===== src/sv/vertex_rotate_translate_top_assert.svh =====
// assertion macros used by the vertex transform top
`ifndef VERTEX_ROTATE_TRANSLATE_TOP_ASSERT_SVH
`define VERTEX_ROTATE_TRANSLATE_TOP_ASSERT_SVH

// same-cycle implication, checked outside reset
`define VRT_ASSERT_IMPL(lbl, ante, cons) \
  lbl: assert property (@(posedge clk) disable iff (rst) (ante) |-> (cons)) \
    else $error("vrt assertion failed");

// next-cycle implication, checked outside reset
`define VRT_ASSERT_NEXT(lbl, ante, cons) \
  lbl: assert property (@(posedge clk) disable iff (rst) (ante) |=> (cons)) \
    else $error("vrt assertion failed");

`endif


===== src/sv/vrt_pkg.sv =====
// shared types, constants and helpers for the vertex transform pipeline
package vrt_pkg;

  localparam int COEF_W  = 16;
  localparam int TRANS_W = 16;
  localparam int ROW_W   = 3 * COEF_W;
  localparam int DATA_W  = 64;
  localparam int ADDR_W  = 6;
  localparam int IDX_W   = 3;

  localparam int XY_SCALE = 11;
  localparam int Z_SCALE  = 9;
  localparam int Z_BIAS   = 3 << 12;

  localparam int ROW_SHIFT [3] = '{14, 14, 16};

  localparam logic [IDX_W-1:0] REG_ROW_ZERO = 3'd0;
  localparam logic [IDX_W-1:0] REG_ROW_ONE  = 3'd1;
  localparam logic [IDX_W-1:0] REG_ROW_TWO  = 3'd2;
  localparam logic [IDX_W-1:0] REG_TRANS_X  = 3'd3;
  localparam logic [IDX_W-1:0] REG_TRANS_Y  = 3'd4;
  localparam logic [IDX_W-1:0] REG_TRANS_Z  = 3'd5;

  typedef struct packed {
    logic load;
    logic valid_in;
  } stage_ctrl_t;

  // coefficient j of a packed row, lowest word first
  function automatic logic signed [COEF_W-1:0] coef(input logic [ROW_W-1:0] row,
                                                    input int j);
    coef = $signed(row[j*COEF_W +: COEF_W]);
  endfunction

endpackage


===== src/sv/vrt_out.sv =====
// third stage: scale down, add translation, wrap into the output register
module vrt_out #(
  parameter int COORD_WIDTH = 16,
  parameter int SUM_W       = COORD_WIDTH + 20
) (
  input  logic                               clk,
  input  logic                               rst,
  input  vrt_pkg::stage_ctrl_t               ctrl,
  input  logic signed [SUM_W-1:0]            sum [3],
  input  logic signed [vrt_pkg::TRANS_W-1:0] trans [3],
  output logic                               valid,
  output logic signed [COORD_WIDTH-1:0]      res [3]
);

  logic signed [SUM_W-1:0] offset [3];
  logic signed [SUM_W-1:0] total  [3];

  always_comb begin
    offset[0] = SUM_W'(trans[0]) <<< vrt_pkg::XY_SCALE;
    offset[1] = SUM_W'(trans[1]) <<< vrt_pkg::XY_SCALE;
    offset[2] = (SUM_W'(trans[2]) <<< vrt_pkg::Z_SCALE) - SUM_W'(vrt_pkg::Z_BIAS);
    for (int i = 0; i < 3; i++) begin
      total[i] = (sum[i] >>> vrt_pkg::ROW_SHIFT[i]) + offset[i];
    end
  end

  always_ff @(posedge clk) begin
    if (rst) begin
      valid <= 1'b0;
    end else if (ctrl.load) begin
      valid <= ctrl.valid_in;
    end
  end

  // only the low bits survive, so the result wraps
  always_ff @(posedge clk) begin
    if (ctrl.load) begin
      for (int i = 0; i < 3; i++) begin
        res[i] <= total[i][COORD_WIDTH-1:0];
      end
    end
  end

endmodule


===== config.mk =====
export PLATFORM = sky130hd
export DESIGN_NAME = vrt_out
export DESIGN_NICKNAME = d
export VERILOG_FILES = /design/src/sv/vertex_rotate_translate_top_assert.svh /design/src/sv/vrt_pkg.sv /design/src/sv/vrt_out.sv
export SDC_FILE = /design/constraint.sdc
export NUM_CORES = 1
export LEC_CHECK = 0
export ABC_AREA = 1
export BUFFER_PORTS_ARGS = -buffer_cell sky130_fd_sc_hd__buf_2
export CAP_MARGIN = 15
export CORE_MARGIN = 5
export CORE_UTILIZATION = 37
export CTS_BUF_LIST = sky130_fd_sc_hd__clkbuf_2 sky130_fd_sc_hd__clkbuf_4 sky130_fd_sc_hd__clkbuf_8
export CTS_CLUSTER_SIZE = 40
export DETAILED_ROUTE_END_ITERATION = 7
export GPL_TIMING_DRIVEN = 0
export PLACE_DENSITY = 0.82
export SYNTH_ARGS = -nofsm -noshare
export SYNTH_HDL_FRONTEND = slang
export SYNTH_SLANG_ARGS = --single-unit

===== constraint.sdc =====
create_clock -name clk -period 2.05 [get_ports clk]
set_clock_uncertainty 0.15 [all_clocks]
set_input_delay 0.3075 -clock clk [delete_from_list [all_inputs] [get_ports clk]]
set_output_delay 0.3075 -clock clk [all_outputs]
set_load 0.005 [all_outputs]

# --- After elaboration in Yosys (flattened, before gate mapping) ---
# Cells that the tools add are included.
op_classes:
  n_div: 0
  order_cmp: 0
  n_eq_ne: 0
  bitwise_logic: 0
  addsub: 4
  n_mux: 0
  reduce_logical: 0
  mul: 0
  shift: 0
ops:
  columns: ["cell", "n"]
  rows:
  - ["adder 16 bit", 3]
  - ["subtractor 16 x 15 -> 16 bit, second input constant", 1]
totals:
  mem_count: 0
  latch_bits: 0
  elab_cells: 8
  output_inout_bits: 49
  mem_bits_ro: 0
  ff_bits: 49
  mem_bits_rw: 0
  in_bits: 160

# --- Logic depth before layout (Yosys ltp) ---
logic_depth:
  ltp_word: 2
  mapped_depth: 10
  ltp_nobuf: 10

# --- Worst setup path after synthesis ---
# OpenSTA, ideal clock, no wires.
synth_timing:
  kind: "in2reg"
  start: "input sum[26] (netlist name)"
  end: "register res[14] (netlist name) (data pin)"
  required_ps: 1642
  n_path_buf: 0
  setup_slack_ps: 218
  path_stages: 7
  setup_time_ps: 258
  t_arrival_ps: 1424
  cell_sequence: "ha_1 ha_1 inv_1 fa_1 nand3b_1 nand2_1 xor2_1"
synth_rtl:
  columns: ["element", "line", "source"]
  rows:
  - ["start, declared", "vrt_out.sv:9", "input logic signed [SUM_W-1:0] sum [3],"]
  - ["end signal, assigned by index", "vrt_out.sv:39", "res[i] <= total[i][COORD_WIDTH-1:0];"]
  - ["end, declared", "vrt_out.sv:12", "output logic signed [COORD_WIDTH-1:0] res [3]"]

==> out/summary.txt <==
Status: complete, no violations
WS Path Type: input pin to flop
Max incr delay on CP: 0.39 ns
CTS Sinks: 49
Worst path top cell family by delay: adder cells
Design area: 2910 um2
Reg-to-Reg End: valid
Largest net degree at the start of global routing: 50
Share of layout cells above drive strength 1: 0.469
Overflow after GRT: 0
Pre-CTS setup slack: 0.0488 ns
H-tree lvl count: 2
Commonest non-fill, non-tap cell in the layout: buf_2
Final hold violations: 0
Worst setup EP type: flop
# port buffers: 117
Final Cycle Share: 0.821
CTS tree: built
# diodes: 0
Placed cell area: 2810 um2
Drt pass-1 iters: 4
Critical Path AT: 1.59 ns
Net Count, Synth: 327
P_int: 1.66 mW
Crit path buffers/inverters: 2
Flop2flop setup slack: 1.31 ns
Setup WS post-layout: 0.367 ns
Actual slew at the worst max-slew pin: 1.08 ns
Synth unique cells: 16
Filler Cell Count: 493
Sequential share of power: 0.568
Die H: 85.9 um
CTS Buffer Depth: 2
Most repeated library cell on the critical path: ha_1
Core area: 5540 um2
Drc violations: 0
Total GRT Usage: 0.117
Post-DP HPWL: 3.49 mm
Peak supply drop: 0.000271 V
Detail Route Antenna Nets: 0
Inserted Clock Buffers: 5
Final nets: 452
Die area: 7380 um2
GPL Wtd Cong: 0.752
Effective utilization at floorplan: 0.385
Root Driver: clkbuf_8
Max Cap Viol: 0
Required @ worst endpoint: 1.96 ns
Worst Min Path Start: sum[16]
# Post-CTS Setup Buffers: 0
R2r startpoint: valid
Vias in the first global route: 1509
Wire per inst: 12.7 um
Synth warn: 0
Worst Hold End: res[0]
Switching part of the total power: 0.245
Post-Route Utilization: 0.526
Worst-case reg-to-reg path depth: 2
Drt first-iter violations: 24
Critical path, cell by cell: buf_2 -> ha_1 -> ha_1 -> inv_1 -> fa_1 -> nand3b_1 -> nand2_1 -> xor2_1
Leakage power: 1.41 nW
Clock transition at path regs: 0.09 ns
Placed insts: 334
Setup violators final: 0
Clock power frac: 0.267
Slowest library cell on the worst path: fa_1
Post-synthesis cell area: 2130 um2
Area Growth Syn to Fin: 36.6%
NetSw: 0.537 mW
Commonest non-fill, non-tap cells in the layout: 117 x buf_2, 48 x edfxtp_1, 24 x inv_1
Startpoint Class: input pin
Setup TNS: 0 ns
Cell Rows: 27
Critical Path Fanout Max: 2
Comb power frac: 0.166
Worst hold-check path type: input pin to flop
Sequential-to-total area share from yosys stat: 0.685
Drt total wl: 4.34 mm
Die Wd: 85.9 um
Synth Register Bits: 49
Pwr Density: 753 nW/um2
Post-Synthesis Cells: 145
Final slew viol count: 0
Cts hold-fix bufs: 1
Resized cells post-CTS: 0
I/O pins: 209
First-pass GRT wire length: 6.81 mm
Max-slew headroom: 0.277
Max Clk Rate: 0.594 GHz
Vias: 1465
Min Clock Period, post-route: 1.68 ns
Initial antenna violation count: 0
RSZ-0062 raised after global routing: no
Non-Filler Instances: 343
Vias per inst: 4.27
Synth Area per Inst: 14.7 um2
Skew-Pair Late Insertion Delay: 0.30 ns
Hold Crit Depth: 1
## cells by family after synthesis
group	count (synthesis)	synth area share
buffers and inverters	25	0.0440
muxes	1	0.00470
DFF	49	0.685
AOI/OAI and AO/OA	6	0.0141
and+or+nand+nor	31	0.0669
xor gates and xnor gates	11	0.0452
adders and majority gates	22	0.140
## sequential cells by signal (all words and copies together), names as in the netlist
signal and count:
res 48, valid 1
## worst max path at each step
stage | startpoint | endpoint | slack (ns) | cells past startpoint
2_1_floorplan | sum[26] | res[14] | 0.22 | 7
3_3_place_gp | sum[26] | res[14] | 0.04 | 8
3_5_place_dp | sum[26] | res[14] | 0.05 | 8
4_1_cts | sum[26] | res[14] | 0.37 | 8
5_1_grt | sum[26] | res[14] | 0.31 | 8
6_report | sum[26] | res[14] | 0.37 | 8
## Yosys cell counts
library cell	number	area (um2)
a21oi_1	6	30.0
clkinv_1	1	3.75
dfxtp_1	1	20.0
edfxtp_1	48	1440
fa_1	3	60.1
ha_1	19	238
inv_1	24	90.1
mux2i_1	1	10.0
nand2_1	19	71.3
nand2_2	1	6.26
nand3_1	5	25.0
nand3_2	1	10.0
nand3b_1	3	22.5
nor2_1	2	7.51
xnor2_1	4	35.0
xor2_1	7	61.3
## power by group through the flow
stage          logic (mW)  clock network [mW]  registers (mW)
6_report            0.363               0.585            1.25
5_1_grt             0.412               0.657            1.26
4_1_cts             0.372               0.615            1.25
3_5_place_dp        0.370                   0            1.27
3_3_place_gp        0.357                   0            1.27
2_1_floorplan       0.138                   0            1.29
## per-layer routing
metal,up-vias,share of wire,global-route usage
met2,78,0.48,0.200
met5,-,0,0
li1,748,-,-
met3,6,0.12,0.0413
met4,0,0.014,0.0432
met1,633,0.39,0.134
## through the flow
| step | hold WS [ns] | power (mW) |
|---|---|---|
| after detailed placement | 0.323 | 1.64 |
| after floorplan | 0.230 | 1.43 |
| after CTS | 0.0105 | 2.23 |
| final | 0.0249 | 2.19 |
| after global placement | 0.313 | 1.62 |
| after global routing | 0.000565 | 2.33 |
## cell type report
cell class                 instances  area [um2]  share of cell area
sequential                        49        1460               0.502
timing repair buffer             118         596               0.205
multi-input combinational         71         577               0.198
inverter                          25        93.8              0.0322
tap                               72        90.1              0.0309
clock buffer                       5        68.8              0.0236
clock inverter                     3        25.0             0.00859
No activity file was read; power rests on OpenSTA's default activity.
