<file path="src/sv/vertex_rotate_translate_top_assert.svh">
// assertion macros used by the vertex transform top
`ifndef VERTEX_ROTATE_TRANSLATE_TOP_ASSERT_SVH
`define VERTEX_ROTATE_TRANSLATE_TOP_ASSERT_SVH

// same-cycle implication, checked outside reset
`define VRT_ASSERT_IMPL(lbl, ante, cons) \
  lbl: assert property (@(posedge clk) disable iff (rst) (ante) |-> (cons)) \
    else $error("vrt assertion failed");

// next-cycle implication, checked outside reset
`define VRT_ASSERT_NEXT(lbl, ante, cons) \
  lbl: assert property (@(posedge clk) disable iff (rst) (ante) |=> (cons)) \
    else $error("vrt assertion failed");

`endif

</file>
<file path="src/sv/vrt_pkg.sv">
// shared types, constants and helpers for the vertex transform pipeline
package vrt_pkg;

  localparam int COEF_W  = 16;
  localparam int TRANS_W = 16;
  localparam int ROW_W   = 3 * COEF_W;
  localparam int DATA_W  = 64;
  localparam int ADDR_W  = 6;
  localparam int IDX_W   = 3;

  localparam int XY_SCALE = 11;
  localparam int Z_SCALE  = 9;
  localparam int Z_BIAS   = 3 << 12;

  localparam int ROW_SHIFT [3] = '{14, 14, 16};

  localparam logic [IDX_W-1:0] REG_ROW_ZERO = 3'd0;
  localparam logic [IDX_W-1:0] REG_ROW_ONE  = 3'd1;
  localparam logic [IDX_W-1:0] REG_ROW_TWO  = 3'd2;
  localparam logic [IDX_W-1:0] REG_TRANS_X  = 3'd3;
  localparam logic [IDX_W-1:0] REG_TRANS_Y  = 3'd4;
  localparam logic [IDX_W-1:0] REG_TRANS_Z  = 3'd5;

  typedef struct packed {
    logic load;
    logic valid_in;
  } stage_ctrl_t;

  // coefficient j of a packed row, lowest word first
  function automatic logic signed [COEF_W-1:0] coef(input logic [ROW_W-1:0] row,
                                                    input int j);
    coef = $signed(row[j*COEF_W +: COEF_W]);
  endfunction

endpackage

</file>
<file path="src/sv/vrt_cfg.sv">
// apb register file holding the matrix rows and the translation
module vrt_cfg (
  input  logic                              clk,
  input  logic                              rst,
  input  logic                              psel,
  input  logic                              penable,
  input  logic                              pwrite,
  input  logic [vrt_pkg::ADDR_W-1:0]        paddr,
  input  logic [vrt_pkg::DATA_W-1:0]        pwdata,
  output logic [vrt_pkg::DATA_W-1:0]        prdata,
  output logic                              pready,
  output logic [vrt_pkg::ROW_W-1:0]         rows [3],
  output logic signed [vrt_pkg::TRANS_W-1:0] trans [3]
);

  logic [vrt_pkg::IDX_W-1:0] idx;
  logic                      wr;

  assign idx    = paddr[vrt_pkg::ADDR_W-1:3];
  assign wr     = psel && penable && pwrite;
  assign pready = 1'b1;

  always_ff @(posedge clk) begin
    if (rst) begin
      for (int i = 0; i < 3; i++) begin
        rows[i]  <= '0;
        trans[i] <= '0;
      end
    end else if (wr) begin
      case (idx)
        vrt_pkg::REG_ROW_ZERO: rows[0]  <= pwdata[vrt_pkg::ROW_W-1:0];
        vrt_pkg::REG_ROW_ONE:  rows[1]  <= pwdata[vrt_pkg::ROW_W-1:0];
        vrt_pkg::REG_ROW_TWO:  rows[2]  <= pwdata[vrt_pkg::ROW_W-1:0];
        vrt_pkg::REG_TRANS_X:  trans[0] <= $signed(pwdata[vrt_pkg::TRANS_W-1:0]);
        vrt_pkg::REG_TRANS_Y:  trans[1] <= $signed(pwdata[vrt_pkg::TRANS_W-1:0]);
        vrt_pkg::REG_TRANS_Z:  trans[2] <= $signed(pwdata[vrt_pkg::TRANS_W-1:0]);
        default: ;
      endcase
    end
  end

  always_comb begin
    case (idx)
      vrt_pkg::REG_ROW_ZERO: prdata = vrt_pkg::DATA_W'(rows[0]);
      vrt_pkg::REG_ROW_ONE:  prdata = vrt_pkg::DATA_W'(rows[1]);
      vrt_pkg::REG_ROW_TWO:  prdata = vrt_pkg::DATA_W'(rows[2]);
      vrt_pkg::REG_TRANS_X:  prdata = vrt_pkg::DATA_W'(unsigned'(trans[0]));
      vrt_pkg::REG_TRANS_Y:  prdata = vrt_pkg::DATA_W'(unsigned'(trans[1]));
      vrt_pkg::REG_TRANS_Z:  prdata = vrt_pkg::DATA_W'(unsigned'(trans[2]));
      default:               prdata = '0;
    endcase
  end

endmodule

</file>
<file path="config.mk">
export PLATFORM = sky130hd
export DESIGN_NAME = vrt_cfg
export DESIGN_NICKNAME = d
export VERILOG_FILES = /design/src/sv/vertex_rotate_translate_top_assert.svh /design/src/sv/vrt_pkg.sv /design/src/sv/vrt_cfg.sv
export SDC_FILE = /design/constraint.sdc
export NUM_CORES = 1
export LEC_CHECK = 0
export BUFFER_PORTS_ARGS = -buffer_cell sky130_fd_sc_hd__clkbuf_2
export CORE_UTILIZATION = 54
export DETAILED_ROUTE_END_ITERATION = 6
export GPL_TIMING_DRIVEN = 0
export HOLD_SLACK_MARGIN = 0.08
export PLACE_DENSITY = 0.86
export SYNTH_ARGS = -nofsm -noshare
export SYNTH_HDL_FRONTEND = slang
export SYNTH_SLANG_ARGS = --single-unit
</file>
<file path="constraint.sdc">
create_clock -name clk -period 4.1 [get_ports clk]
set_input_delay 0.82 -clock clk [delete_from_list [all_inputs] [get_ports clk]]
set_output_delay 0.82 -clock clk [all_outputs]
set_load 0.02 [all_outputs]
</file>
## Yosys cells after proc, flatten, opt, wreduce, memory -nomap -nowiden

Index checks and enable logic that the tools add are counted.

| storage, ports and cells | value |
|---|---|
| flip-flop bits (word level) | 192 |

| operators by class | value |
|---|---|
| eq/ne operators | 5 |
| multiplexer cells | 1 |
| reductions and logical operators | 9 |

Operators by type and width:

| cell | number |
|---|---|
| one-hot mux 48 bit (6 select lines) | 1 |
| AND reduction 2 bit | 6 |
| equality test 3 x 2 -> 1 bit (second input constant) | 2 |
| equality test 3 bit (second input constant) | 2 |
| equality test 3 x 1 -> 1 bit (second input constant) | 1 |
| logical NOT 3 bit | 1 |
| logical AND 1 bit | 2 |

## Longest topological paths before layout

| depth | value |
|---|---|
| depth in word-level cells | 3 |
| depth in mapped cells | 7 |
| depth with buffers taken out | 3 |

## Worst setup path after synthesis

No wires, ideal clock.

| path | value |
|---|---|
| kind | input to output |
| start point | in paddr[3] (netlist bit) |
| end point | out prdata[16] (netlist bit) |
| arrival | 1.939 ns |
| required time | 3.280 ns |
| setup slack | 1.341 ns |
| cell stages on the path | 6 |
| path buffers | 3 |
| path through | buf_2 -> buf_2 -> buf_4 -> mux2i_1 -> a2bb2oi_1 -> nor2_1 |

| on the way | value |
|---|---|
| word-level cells in the longest chain between the ends | 2 |
| elaborated cells on any way between the ends | 7 |
| those cells by class | 5 x eq/ne; 1 x mux; 1 x reduce/logical |

Ends and longest elaborated chain:

| element | RTL line | source |
|---|---|---|
| from (decl) | vrt_cfg.sv:8 | `input logic [vrt_pkg::ADDR_W-1:0] paddr,` |
| equality test 3 bit, or another cell as far along | vrt_cfg.sv:43 | `case (idx)` |
| one-hot mux 48 bit (6 select lines) (*) | vrt_cfg.sv:43 |  |
| to (decl) | vrt_cfg.sv:10 | `output logic [vrt_pkg::DATA_W-1:0] prdata,` |

Mark *: on every way between the ends. The rest lies on a longest branch, timed or not.

## Worst setup path after layout

| path | value |
|---|---|
| start point | in paddr[4] (netlist bit) |
| end point | out prdata[12] (netlist bit) |

Same word-level chain as after synthesis.

==> results.py <==
metrics = {
    "global_route": {
        "grt.total_usage_pct": 33.8,
        "grt_start_max_net_pins": 17,
        "grt_overflow": 0,
        "grt_pass1_wl_mm": 46.0,
        "antenna_found_initial": 0,
        "grt_pass1_vias": 8057,
    },
    "clock_tree": {
        "cts_root_buffer": "clkbuf_16",
        "cts_sinks": 192,
        "cts_hold_buf": 0,
        "post_cts_buffers": 0,
        "cts_tree": "done",
        "cts_resized": 0,
        "cts.clk_slew.worst_paths_ns": 0.07,
        "clockBufferDepth": 2,
        "insertion_delay_ns": 0.43,
        "htreeDepth": 4,
        "cts_buffers": 17,
    },
    "worst_setup_path": {
        "crit_path_start_kind": "input port",
        "worstPathRequired_ns": 3.28,
        "path_class": "in -> out",
        "setup.worst_path.start": "paddr[4]",
        "rr_startpoint": "trans[9]",
        "crit_fanout": 10,
        "arrival_ns": 2.73,
        "cp-end-kind": "output port",
    },
    "floorplan": {
        "fp.dieW_um": 134,
        "start_util_pct": 55.9,
        "coreArea_mm2": 0.0168,
        "num_rows": 47,
        "die_h_um": 134,
        "fp.dieArea_mm2": 0.0179,
        "io_pins": 332,
    },
    "pwr": {
        "power_frac_comb_pct": 9.2,
        "p_switching_uw": 992,
        "vdd_drop_max_uv": 291,
        "p_seq_share_pct": 47.9,
        "power_leakage_uw": 0.00602,
        "p_int_uw": 2950,
        "power_switching_share_pct": 25.1,
        "power.density_mw_per_mm2": 336,
        "power_frac_clock_pct": 42.9,
    },
    "drt": {
        "drt-vias-per-instance": 5.56,
        "wl_per_cell_um": 20.6,
        "antenna_left": 0,
        "drc": 0,
        "finalWirelength_mm": 30.3,
        "drt-initial-drc-count": 442,
        "vias": 8183,
        "first_pass_iters": 5,
    },
    "cells_and_area": {
        "final_nets": 1314,
        "fin_area_mm2": 0.0118,
        "drive_above_1_share_pct": 32.2,
        "layout_common_cells": "clkbuf_2, nand2b_1, mux2i_1",
        "layout.cells.non_filler": 1472,
        "area.growth.synth_to_final_pct": 25.4,
        "mostFrequentLayoutCell": "clkbuf_2",
        "num-fill-cells": 1317,
    },
    "min_path": {
        "hold_class": "reg -> reg",
        "hold_start": "rows[94]",
    },
    "timing": {
        "clock_skew_ns": 0,
        "maxSlewHeadroom_pct": 48.1,
        "finalHoldViolCount": 0,
        "tightest_slew_ns": 0.775,
        "fmax_mhz": 282,
        "grt_setup_unrepaired": "no",
        "report.final.slew_viol_count": 0,
        "setup_tns_ns": 0,
        "whs_ns": 0.488,
        "fin_crit_ns": 3.55,
        "fin_ws_ns": 0.551,
        "period_share_pct": 86.6,
        "setup_viol": 0,
    },
    "flow_run": {
        "cap_violations": 0,
    },
    "placed_design": {
        "place_inst": 1440,
        "place_congestion": 0.853,
        "place.port_buffers": 292,
        "post-dp-hpwl_mm": 21.7,
        "place_ws_ns": 0.603,
        "dpl_cell_area_mm2": 0.0112,
    },
    "synthesis": {
        "ys_warn_count": 0,
        "syn-cell-area_mm2": 0.00937,
        "yosysTopAreaCell": "dfxtp_1",
        "ys.flop_type": "dfxtp_1",
        "synthArstFlopShare_pct": 0,
        "ys_seq_area_share_pct": 41.0,
        "synth_edf_count": 0,
        "yosysTopAreaCellShare_pct": 41.0,
        "ys_seq_elements": 192,
        "synthCells": 913,
        "postSynthAreaPerCell_um2": 10.3,
        "ys_types": 28,
        "ys_top_cells_by_area": "dfxtp_1, mux2i_1, nand2b_1",
    },
    "run_status": {
        "outcome": "completed",
    },
}
cell type report:
class	instances	area, um^2	share of cell area [%]
Antenna cell	1	2.50	0.0213
Tap cell	220	275	2.34
Multi-Input combinational cell	644	5050	42.9
Buffer	91	534	4.55
Inverter	1	3.75	0.0319
Clock inverter	12	133	1.13
Timing Repair Buffer	292	1460	12.4
Sequential cell	192	3840	32.7
Clock buffer	19	453	3.85
metrics by stage:
step	utilization, %	power [uW]
final	70.1	3940
after CTS	70.1	3950
after global routing	70.1	4040
after detailed placement	66.6	2290
after global placement	66.6	2290
after floorplan	-	2160
power groups by stage:
stage | Clock (uW) | Combinational (uW) | Sequential, uW
floorplan | 0 | 214 | 1950
global placement | 0 | 354 | 1930
detailed placement | 0 | 355 | 1930
CTS | 1700 | 357 | 1890
global route | 1770 | 380 | 1890
finish | 1690 | 361 | 1890
synthesized netlist by cell type (6+ instances only):
cell type  count
buf_6         10
nand2b_1     242
buf_2         13
nor2_1        33
dfxtp_1      192
a22oi_1       15
mux2_2        23
o221ai_1       6
buf_4         27
clkbuf_1      36
a2bb2oi_1     32
mux2i_1      239
cell families (layout without fill, tap and decap cells):
| kind of cell | Yosys count | in the layout | share of synthesized area, % |
|---|---|---|---|
| mux | 262 | 262 | 28.3 |
| buf+inv | 92 | 415 | 5.74 |
| other cells | 2 | 18 | 0.0801 |
| flops | 192 | 192 | 41.0 |
| compound gates | 68 | 68 | 5.82 |
| simple gates | 297 | 297 | 19.1 |
metal layers:
layer  global-route usage (%)  routed length [um]
met1                     41.1               12300
met2                     58.1               15000
met3                     7.19                2190
met4                     13.3                 836
met5                        0                   0
worst max-delay path, stage by stage:
cell      delay [ns]
buf_6           0.14
clkbuf_1        0.53
clkbuf_1        0.60
a22oi_1         0.15
o22ai_1         0.26
clkbuf_2        0.22
worst paths after layout:
check / endpoint / slack [ns] / depth (start not counted)
setup / recovery: prdata[12] / 0.55 / 6
hold / removal: rows[94] / 0.49 / 2
setup reg to reg: trans[9] / 3.37 / 2
hold reg to reg: rows[94] / 0.49 / 2
registers in the layout (all words and copies together), names as in the netlist:
signal  cells
rows      144
trans      48
Note: power is estimated with default switching activity, not from simulation.
