## src/sv/vertex_rotate_translate_top_assert.svh

```systemverilog
// assertion macros used by the vertex transform top
`ifndef VERTEX_ROTATE_TRANSLATE_TOP_ASSERT_SVH
`define VERTEX_ROTATE_TRANSLATE_TOP_ASSERT_SVH

// same-cycle implication, checked outside reset
`define VRT_ASSERT_IMPL(lbl, ante, cons) \
  lbl: assert property (@(posedge clk) disable iff (rst) (ante) |-> (cons)) \
    else $error("vrt assertion failed");

// next-cycle implication, checked outside reset
`define VRT_ASSERT_NEXT(lbl, ante, cons) \
  lbl: assert property (@(posedge clk) disable iff (rst) (ante) |=> (cons)) \
    else $error("vrt assertion failed");

`endif

```

## src/sv/vrt_pkg.sv

```systemverilog
// shared types, constants and helpers for the vertex transform pipeline
package vrt_pkg;

  localparam int COEF_W  = 16;
  localparam int TRANS_W = 16;
  localparam int ROW_W   = 3 * COEF_W;
  localparam int DATA_W  = 64;
  localparam int ADDR_W  = 6;
  localparam int IDX_W   = 3;

  localparam int XY_SCALE = 11;
  localparam int Z_SCALE  = 9;
  localparam int Z_BIAS   = 3 << 12;

  localparam int ROW_SHIFT [3] = '{14, 14, 16};

  localparam logic [IDX_W-1:0] REG_ROW_ZERO = 3'd0;
  localparam logic [IDX_W-1:0] REG_ROW_ONE  = 3'd1;
  localparam logic [IDX_W-1:0] REG_ROW_TWO  = 3'd2;
  localparam logic [IDX_W-1:0] REG_TRANS_X  = 3'd3;
  localparam logic [IDX_W-1:0] REG_TRANS_Y  = 3'd4;
  localparam logic [IDX_W-1:0] REG_TRANS_Z  = 3'd5;

  typedef struct packed {
    logic load;
    logic valid_in;
  } stage_ctrl_t;

  // coefficient j of a packed row, lowest word first
  function automatic logic signed [COEF_W-1:0] coef(input logic [ROW_W-1:0] row,
                                                    input int j);
    coef = $signed(row[j*COEF_W +: COEF_W]);
  endfunction

endpackage

```

## src/sv/vrt_sum.sv

```systemverilog
// second stage: row sums, z term weighted by four
module vrt_sum #(
  parameter int COORD_WIDTH = 16,
  parameter int PROD_W      = COORD_WIDTH + vrt_pkg::COEF_W,
  parameter int SUM_W       = COORD_WIDTH + 20
) (
  input  logic                      clk,
  input  logic                      rst,
  input  vrt_pkg::stage_ctrl_t      ctrl,
  input  logic signed [PROD_W-1:0]  prod [3][3],
  output logic                      valid,
  output logic signed [SUM_W-1:0]   sum [3]
);

  logic signed [SUM_W-1:0] sum_next [3];

  always_comb begin
    for (int i = 0; i < 3; i++) begin
      sum_next[i] = SUM_W'(prod[i][0]) + SUM_W'(prod[i][1])
                  + (SUM_W'(prod[i][2]) <<< 2);
    end
  end

  always_ff @(posedge clk) begin
    if (rst) begin
      valid <= 1'b0;
    end else if (ctrl.load) begin
      valid <= ctrl.valid_in;
    end
  end

  always_ff @(posedge clk) begin
    if (ctrl.load) begin
      sum <= sum_next;
    end
  end

endmodule

```

## config.mk

```make
export PLATFORM = sky130hd
export DESIGN_NAME = vrt_sum
export DESIGN_NICKNAME = d
export VERILOG_FILES = /design/src/sv/vertex_rotate_translate_top_assert.svh /design/src/sv/vrt_pkg.sv /design/src/sv/vrt_sum.sv
export SDC_FILE = /design/constraint.sdc
export NUM_CORES = 1
export LEC_CHECK = 0
export BUFFER_PORTS_ARGS = -buffer_cell sky130_fd_sc_hd__buf_2
export CORE_MARGIN = 8
export CORE_UTILIZATION = 35
export DETAILED_ROUTE_END_ITERATION = 16
export PLACE_DENSITY = 0.61
export SYNTH_ARGS = -nofsm -noshare
export SYNTH_HDL_FRONTEND = slang
export SYNTH_SLANG_ARGS = --single-unit
```

## constraint.sdc

```tcl
create_clock -name clk -period 3.7 [get_ports clk]
set_input_delay 0.555 -clock clk [delete_from_list [all_inputs] [get_ports clk]]
set_output_delay 0.555 -clock clk [all_outputs]
set_load 0.02 [all_outputs]
```

After elaboration in Yosys (flattened, before gate mapping)
Index checks and enable logic that the tools add are counted.
{"block": "word_totals", "reg_bits": 109, "latchBits": 0, "ramBits": 0, "romBits": 0, "in_bits": 292, "out_inout_bits": 109, "elab_cells": 10, "mem_count": 0}
{"block": "op_classes", "addsub": 6, "n_mul": 0, "div_mod_pow": 0, "magnitude_cmp": 0, "n_eq_ne": 0, "n_shift": 0, "n_mux": 0, "bitwise_logic": 0, "reduce_logical": 0}
{"operator": "$add A33 B34 Y35", "count": 3}
{"operator": "$add A32 B32 Y33", "count": 3}

Longest topological paths before layout
Gate-level depths: netlist of the first run.
{"block": "depth", "ltp_word": 2, "mapped_depth": 12, "mapped_depth_nobuf": 12}

Least setup slack after synthesis of the first run
OpenSTA, ideal clock, no wires.
{"block": "synth_timing", "path_type": "input -> register", "startpoint": "in prod[192] in the netlist's numbering", "endpoint": "reg sum[94] in the netlist's numbering (data pin)", "setup_ns": 0.265, "arrival_ns": 3.013, "required_time_ns": 3.435, "path_slack_ns": 0.422, "path_stages": 12, "path_buffers": 0, "cell_sequence": "inv_1 -> fa_1 -> inv_1 -> ha_1 -> a211oi_1 -> nor4_2 -> nor3_2 -> and3b_2 -> o31ai_1 -> a221oi_1 -> o21ai_0 -> xor2_1"}
{"item": "from (decl)", "line": "vrt_sum.sv:10", "text": "input logic signed [PROD_W-1:0] prod [3][3],"}
{"item": "to (signal assigned)", "line": "vrt_sum.sv:34", "text": "sum <= sum_next;"}
{"item": "to (decl)", "line": "vrt_sum.sv:12", "text": "output logic signed [SUM_W-1:0] sum [3]"}

==> results of run 1 <==
-- worst paths after layout --
path,start,endpoint,slack (ps),cells after the start
setup / recovery,prod[96],sum[66],390,13
hold / removal,rst,valid,360,2
hold reg to reg,valid,valid,510,2
setup reg to reg,valid,valid,3110,2
-- kinds of logic (layout without fill, tap and decap cells) --
family | count (synthesis) | in the layout
flip-flops | 106 | 106
adder cells (fa/ha/maj) | 204 | 204
buffers and inverters | 61 | 477
multiplexers | 8 | 8
other | 0 | 1
AO/OA/AOI/OAI | 302 | 302
AND/OR/NAND/NOR | 225 | 225
XOR/XNOR | 83 | 83
-- layout make-up --
class                   instances  share of cell area
multi-input cells             822               0.533
flip-flops and latches        106               0.236
repair buffers                418               0.160
well taps                     390              0.0363
clock buffers                   9              0.0167
inverters                      43              0.0120
clock inverters                 7             0.00623
diodes                          1            0.000186
-- through the flow --
| stage | cell area (um^2) | std cells | util | setup WS, ps | total power, mW |
|---|---|---|---|---|---|
| after floorplan | 10600 | 989 | - | 422 | 4.30 |
| after global placement | 13100 | 1779 | 0.442 | 56.6 | 5.50 |
| after detailed placement | 13100 | 1779 | 0.442 | 48.0 | 5.53 |
| after CTS | 13500 | 1795 | 0.453 | 429 | 6.60 |
| after global routing | 13500 | 1796 | 0.453 | 200 | 6.99 |
| final | 13500 | 1796 | 0.453 | 395 | 6.51 |
-- per-layer routing --
layer  GRT usage  up-vias  wire (um)
met5           0        -          0
met4      0.0565        0        791
met3      0.0287       41       1860
met2       0.300      303      15700
met1       0.213     4279      13700
li1            -     4480          -
-- power groups by stage --
stage                     Combinational (mW)  Sequential [mW]  Clock [mW]
after floorplan                         1.92             2.38           0
after global placement                  3.56             1.94           0
after detailed placement                3.59             1.94           0
after CTS                               3.60             1.92        1.08
after global routing                    3.94             1.95        1.11
final                                   3.57             1.91        1.03
-- registers in the layout, summed over array words and instances, names as in the netlist --
register and count:
valid 1, sum 105
-- cells in the final DEF (no fill, tap or decap), types with 12 or more instances in the layout --
master / Yosys / layout
ha_1: 105 / 105
nand2b_1: 14 / 14
nand3_1: 27 / 27
nor3_1: 12 / 12
o21a_1: 12 / 12
xnor2_1: 55 / 55
xor2_1: 28 / 28
buf_4: 3 / 18
fa_1: 99 / 99
nor2b_1: 14 / 14
a31oi_1: 13 / 13
nor2_1: 48 / 48
inv_1: 43 / 43
nand2_1: 56 / 56
buf_2: 1 / 399
o21ai_0: 60 / 60
edfxtp_1: 105 / 105
a21o_1: 54 / 54
a21oi_1: 97 / 97
==> results_dict.tcl, run 1 <==
set metrics [dict create \
    ys_top_cells_by_area "edfxtp_1 (30%), fa_1 (19%), ha_1 (12%), a21oi_1 (4.6%), xnor2_1 (4.6%)" \
    grt_overflow_total 0 \
    pwr-share-clk 0.159 \
    cpLargestDelayFamily "compound AO/OA/AOI/OAI gates" \
    powerDensity_nw_per_um2 484 \
    htree_levels 3 \
    ios 401 \
    required_ps 3810 \
    synthTopCellsByCount "edfxtp_1 (105), ha_1 (105), fa_1 (99)" \
    routed_wl_mm 32.1 \
    clk_path_buf_depth 2 \
    core_area_um2 29700 \
    synth-edff-count 105 \
    synth_top_family_by_area "adder cells" \
    cp_max_fo 4 \
    synth_cell_types 63 \
    switching_power_mw 2.71 \
    grt_max_degree 49 \
    hpwl_mm 27.8 \
    synth-compound-area-share 0.181 \
    ys_seq_elements 106 \
    grt_pass1_vias 9510 \
    critPathLaunchType "primary input" \
    power_leakage_nw 6.21 \
    grt_pass1_wl_mm 49.8 \
    ys.flop_type "edfxtp_1" \
    dieArea_um2 36100 \
    synth_cells 989 \
    rsz0062_at_grt "false" \
    cts-root-buf "clkbuf_16" \
    syn-cell-area_um2 10600 \
    nNetsFinal 1896 \
    cts_tree "done" \
    outcome "finished clean" \
    cp.arrival_ps 3410 \
    syn_nets 1485 \
    p_comb_frac 0.548 \
    cts.sink_count 106 \
    cts_resized 0 \
    intPower_mw 3.80 \
    viasPerCell 5.07 \
    worstSkewPairLatency_ps 350 \
    dr_total_vias 9103 \
    peakVddDrop_uv 236 \
    path_class "in -> reg" \
    synthAdderAreaFrac 0.311 \
    drive_gt1_frac 0.320 \
    max_stage_delay_ps 600 \
    firstDrtPassIters 6 \
    sequentialPowerShare 0.294 \
    clk_pin_slew_ps 90 \
    hold_class "in -> reg" \
    cp_slowest_cell "fa_1" \
    multi_input_area_um2 7170 \
    swShare 0.416 \
    max_slew_margin 0.637 \
    worst_pin_slew_ps 542 \
    ant_nets 0 \
    max_clock_freq_ghz 0.303 \
    post-route-period-util 0.893 \
    fillCellCount 2910 \
    grt.total_usage 0.172 \
    yosys.area_share.simple 0.109 \
    tns_ps 0 \
    cts_hold_buf 0 \
    numCtsBuffers 9 \
    die_h_um 190 \
    slew_viol_final 0 \
    avgSynthCellArea_um2 10.7 \
    skew_ps 0 \
    synth-seq-area-share 0.300 \
    hold_viol 0 \
    async_reset_ff_frac 0 \
    post-cts-setup-buffers 0 \
    antenna_found_initial 1 \
    rows 63 \
    maxCapViolations 0 \
    synth_top_area_cell "edfxtp_1" \
    path_common_cell "inv_1" \
    seq_area_um2 3170 \
    timing.hold.ws_ps 356 \
    initial_core_util 0.356 \
    cp_cell_sequence "buf_2 -> inv_1 -> fa_1 -> inv_1 -> ha_1 -> a21oi_1 -> o211ai_1 -> o2111ai_1 -> a31o_2 -> o21ai_1 -> o41ai_2 -> o31ai_1 -> xor2_1" \
    area_growth_pct 27.1 \
    path_buf_inv 3 \
    end_kind "register" \
    synthXorXnorAreaFrac 0.0687 \
    place.gp.congestion 0.856 \
    setup-violations-final 0 \
    synthMuxAreaShare 0.00768 \
    synth-warning-count 0 \
    wl_per_cell_um 17.9 \
    port-buffer-count 400 \
    drcViolationCount 0 \
    yosys.area.top_type_share 0.298 \
    die_x_um 190 \
    dr.first_iter.drc_count 372 \
    min_period_ps 3310 \
]
Note: power is estimated with default switching activity, not from simulation.
==> inputs of run 2 (changes only) <==
Settings changed: CORE_UTILIZATION 35 to 50, PLACE_DENSITY 0.61 to 0.82.
==> results_dict.tcl, run 2 (synthesis gave the netlist of run 1 again) <==
set metrics [dict create \
    outcome "finished clean" \
    fillCellCount 1714 \
    hold_viol 0 \
    max_slew_margin 0.474 \
    grt_overflow_total 0 \
    cp_max_fo 4 \
    dieArea_um2 26100 \
    pre_cts_ws_ps 44.6 \
    clk_pin_slew_ps 80 \
    drive_gt1_frac 0.315 \
    post-route-period-util 0.902 \
    nNetsFinal 1890 \
    area_growth_pct 24.9 \
    top_register "sum" \
    worst_pin_slew_ps 789 \
    rows 53 \
    antenna_found_initial 1 \
    slew_viol_final 0 \
    setup-violations-final 0 \
    ant_nets 0 \
    port-buffer-count 400 \
    grt.total_usage 0.236 \
    switching_power_mw 2.68 \
    dr.first_iter.drc_count 500 \
    p_comb_frac 0.557 \
    die_x_um 162 \
    die_h_um 162 \
    pwr-share-clk 0.142 \
    min_period_ps 3340 \
    cts.sink_count 106 \
    sequentialPowerShare 0.301 \
    multi_input_area_um2 7170 \
    required_ps 3800 \
    core_area_um2 20900 \
    final_cell_mix "buf_2 (399), ha_1 (105), edfxtp_1 (105)" \
    largest_register_ffs 105 \
    rsz0062_at_grt "false" \
    numCtsBuffers 9 \
    dr_total_vias 9380 \
    end_kind "register" \
    hold_class "in -> reg" \
    intPower_mw 3.71 \
    place.gp.congestion 0.900 \
    grt_pass1_vias 9541 \
    grt_pass1_wl_mm 49.4 \
    mostFrequentLayoutCell "buf_2" \
    max_clock_freq_ghz 0.300 \
    cp.arrival_ps 3440 \
    cts-root-buf "clkbuf_16" \
    clk_path_buf_depth 2 \
    worstSkewPairLatency_ps 340 \
    drcViolationCount 0 \
    timing.hold.ws_ps 364 \
    htree_levels 3 \
    post-cts-setup-buffers 0 \
    top_regs "sum: 105 flops, valid: 1 flops" \
    setup_ws_ps 362 \
    path_class "in -> reg" \
    cts_resized 0 \
    cts_tree "done" \
    initial_core_util 0.507 \
    power_leakage_nw 6.16 \
    cts_hold_buf 0 \
    ios 401 \
    hpwl_mm 27.5 \
    routed_wl_mm 31.9 \
    swShare 0.420 \
    powerDensity_nw_per_um2 484 \
    maxCapViolations 0 \
    firstDrtPassIters 5 \
    viasPerCell 5.60 \
    seq_area_um2 3170 \
    skew_ps 0 \
    critPathLaunchType "primary input" \
    peakVddDrop_uv 248 \
    wl_per_cell_um 19.0 \
    grt_max_degree 58 \
    tns_ps 0 \
]
-- run 2: per-layer routing --
layer	track usage	vias to the layer above	part of all wire
met5	0	-	0
met1	0.286	4436	0.41
met2	0.412	420	0.49
met4	0.0850	0	0.033
li1	-	4461	-
met3	0.0438	63	0.069
-- run 2: metrics by stage --
step	instances	total power, mW	area, um^2	util
floorplan	989	4.30	10600	-
global placement	1658	5.40	13000	0.620
detailed placement	1658	5.48	13000	0.620
CTS	1674	6.40	13200	0.633
global route	1675	6.80	13200	0.633
finish	1675	6.40	13200	0.633
-- run 2: worst paths after layout --
kind                            startpoint       to  slack, ps  cells after the start
worst max-delay path             prod[192]  sum[94]        360                     13
worst min-delay path                   rst    valid        360                      2
worst min register to register       valid    valid        510                      2
worst max register to register       valid    valid       3120                      2
-- run 2: final cells by class --
type | count | share of cell area
antenna | 1 | 0.000189
multi-input combinational | 822 | 0.542
clock buffer | 11 | 0.0176
clock inverter | 5 | 0.00227
tap | 275 | 0.0260
sequential | 106 | 0.240
inverter | 43 | 0.0122
timing repair buffer | 412 | 0.159
-- run 2: power by group through the flow --
stage | clock network, mW | logic [mW] | registers, mW
3_5_place_dp | 0 | 3.53 | 1.95
4_1_cts | 0.922 | 3.55 | 1.93
5_1_grt | 0.963 | 3.89 | 1.95
3_3_place_gp | 0 | 3.46 | 1.94
6_report | 0.908 | 3.56 | 1.93
2_1_floorplan | 0 | 1.92 | 2.38
-- run 2: worst max-delay path: stages --
cell and delay (ps):
buf_2 70, inv_1 40, fa_1 570, inv_1 60, ha_1 280, a211oi_1 340, nor4_2 110, nor3_2 320
and3b_2 250, o31ai_1 130, a221oi_1 390, o21ai_0 150, xor2_1 160
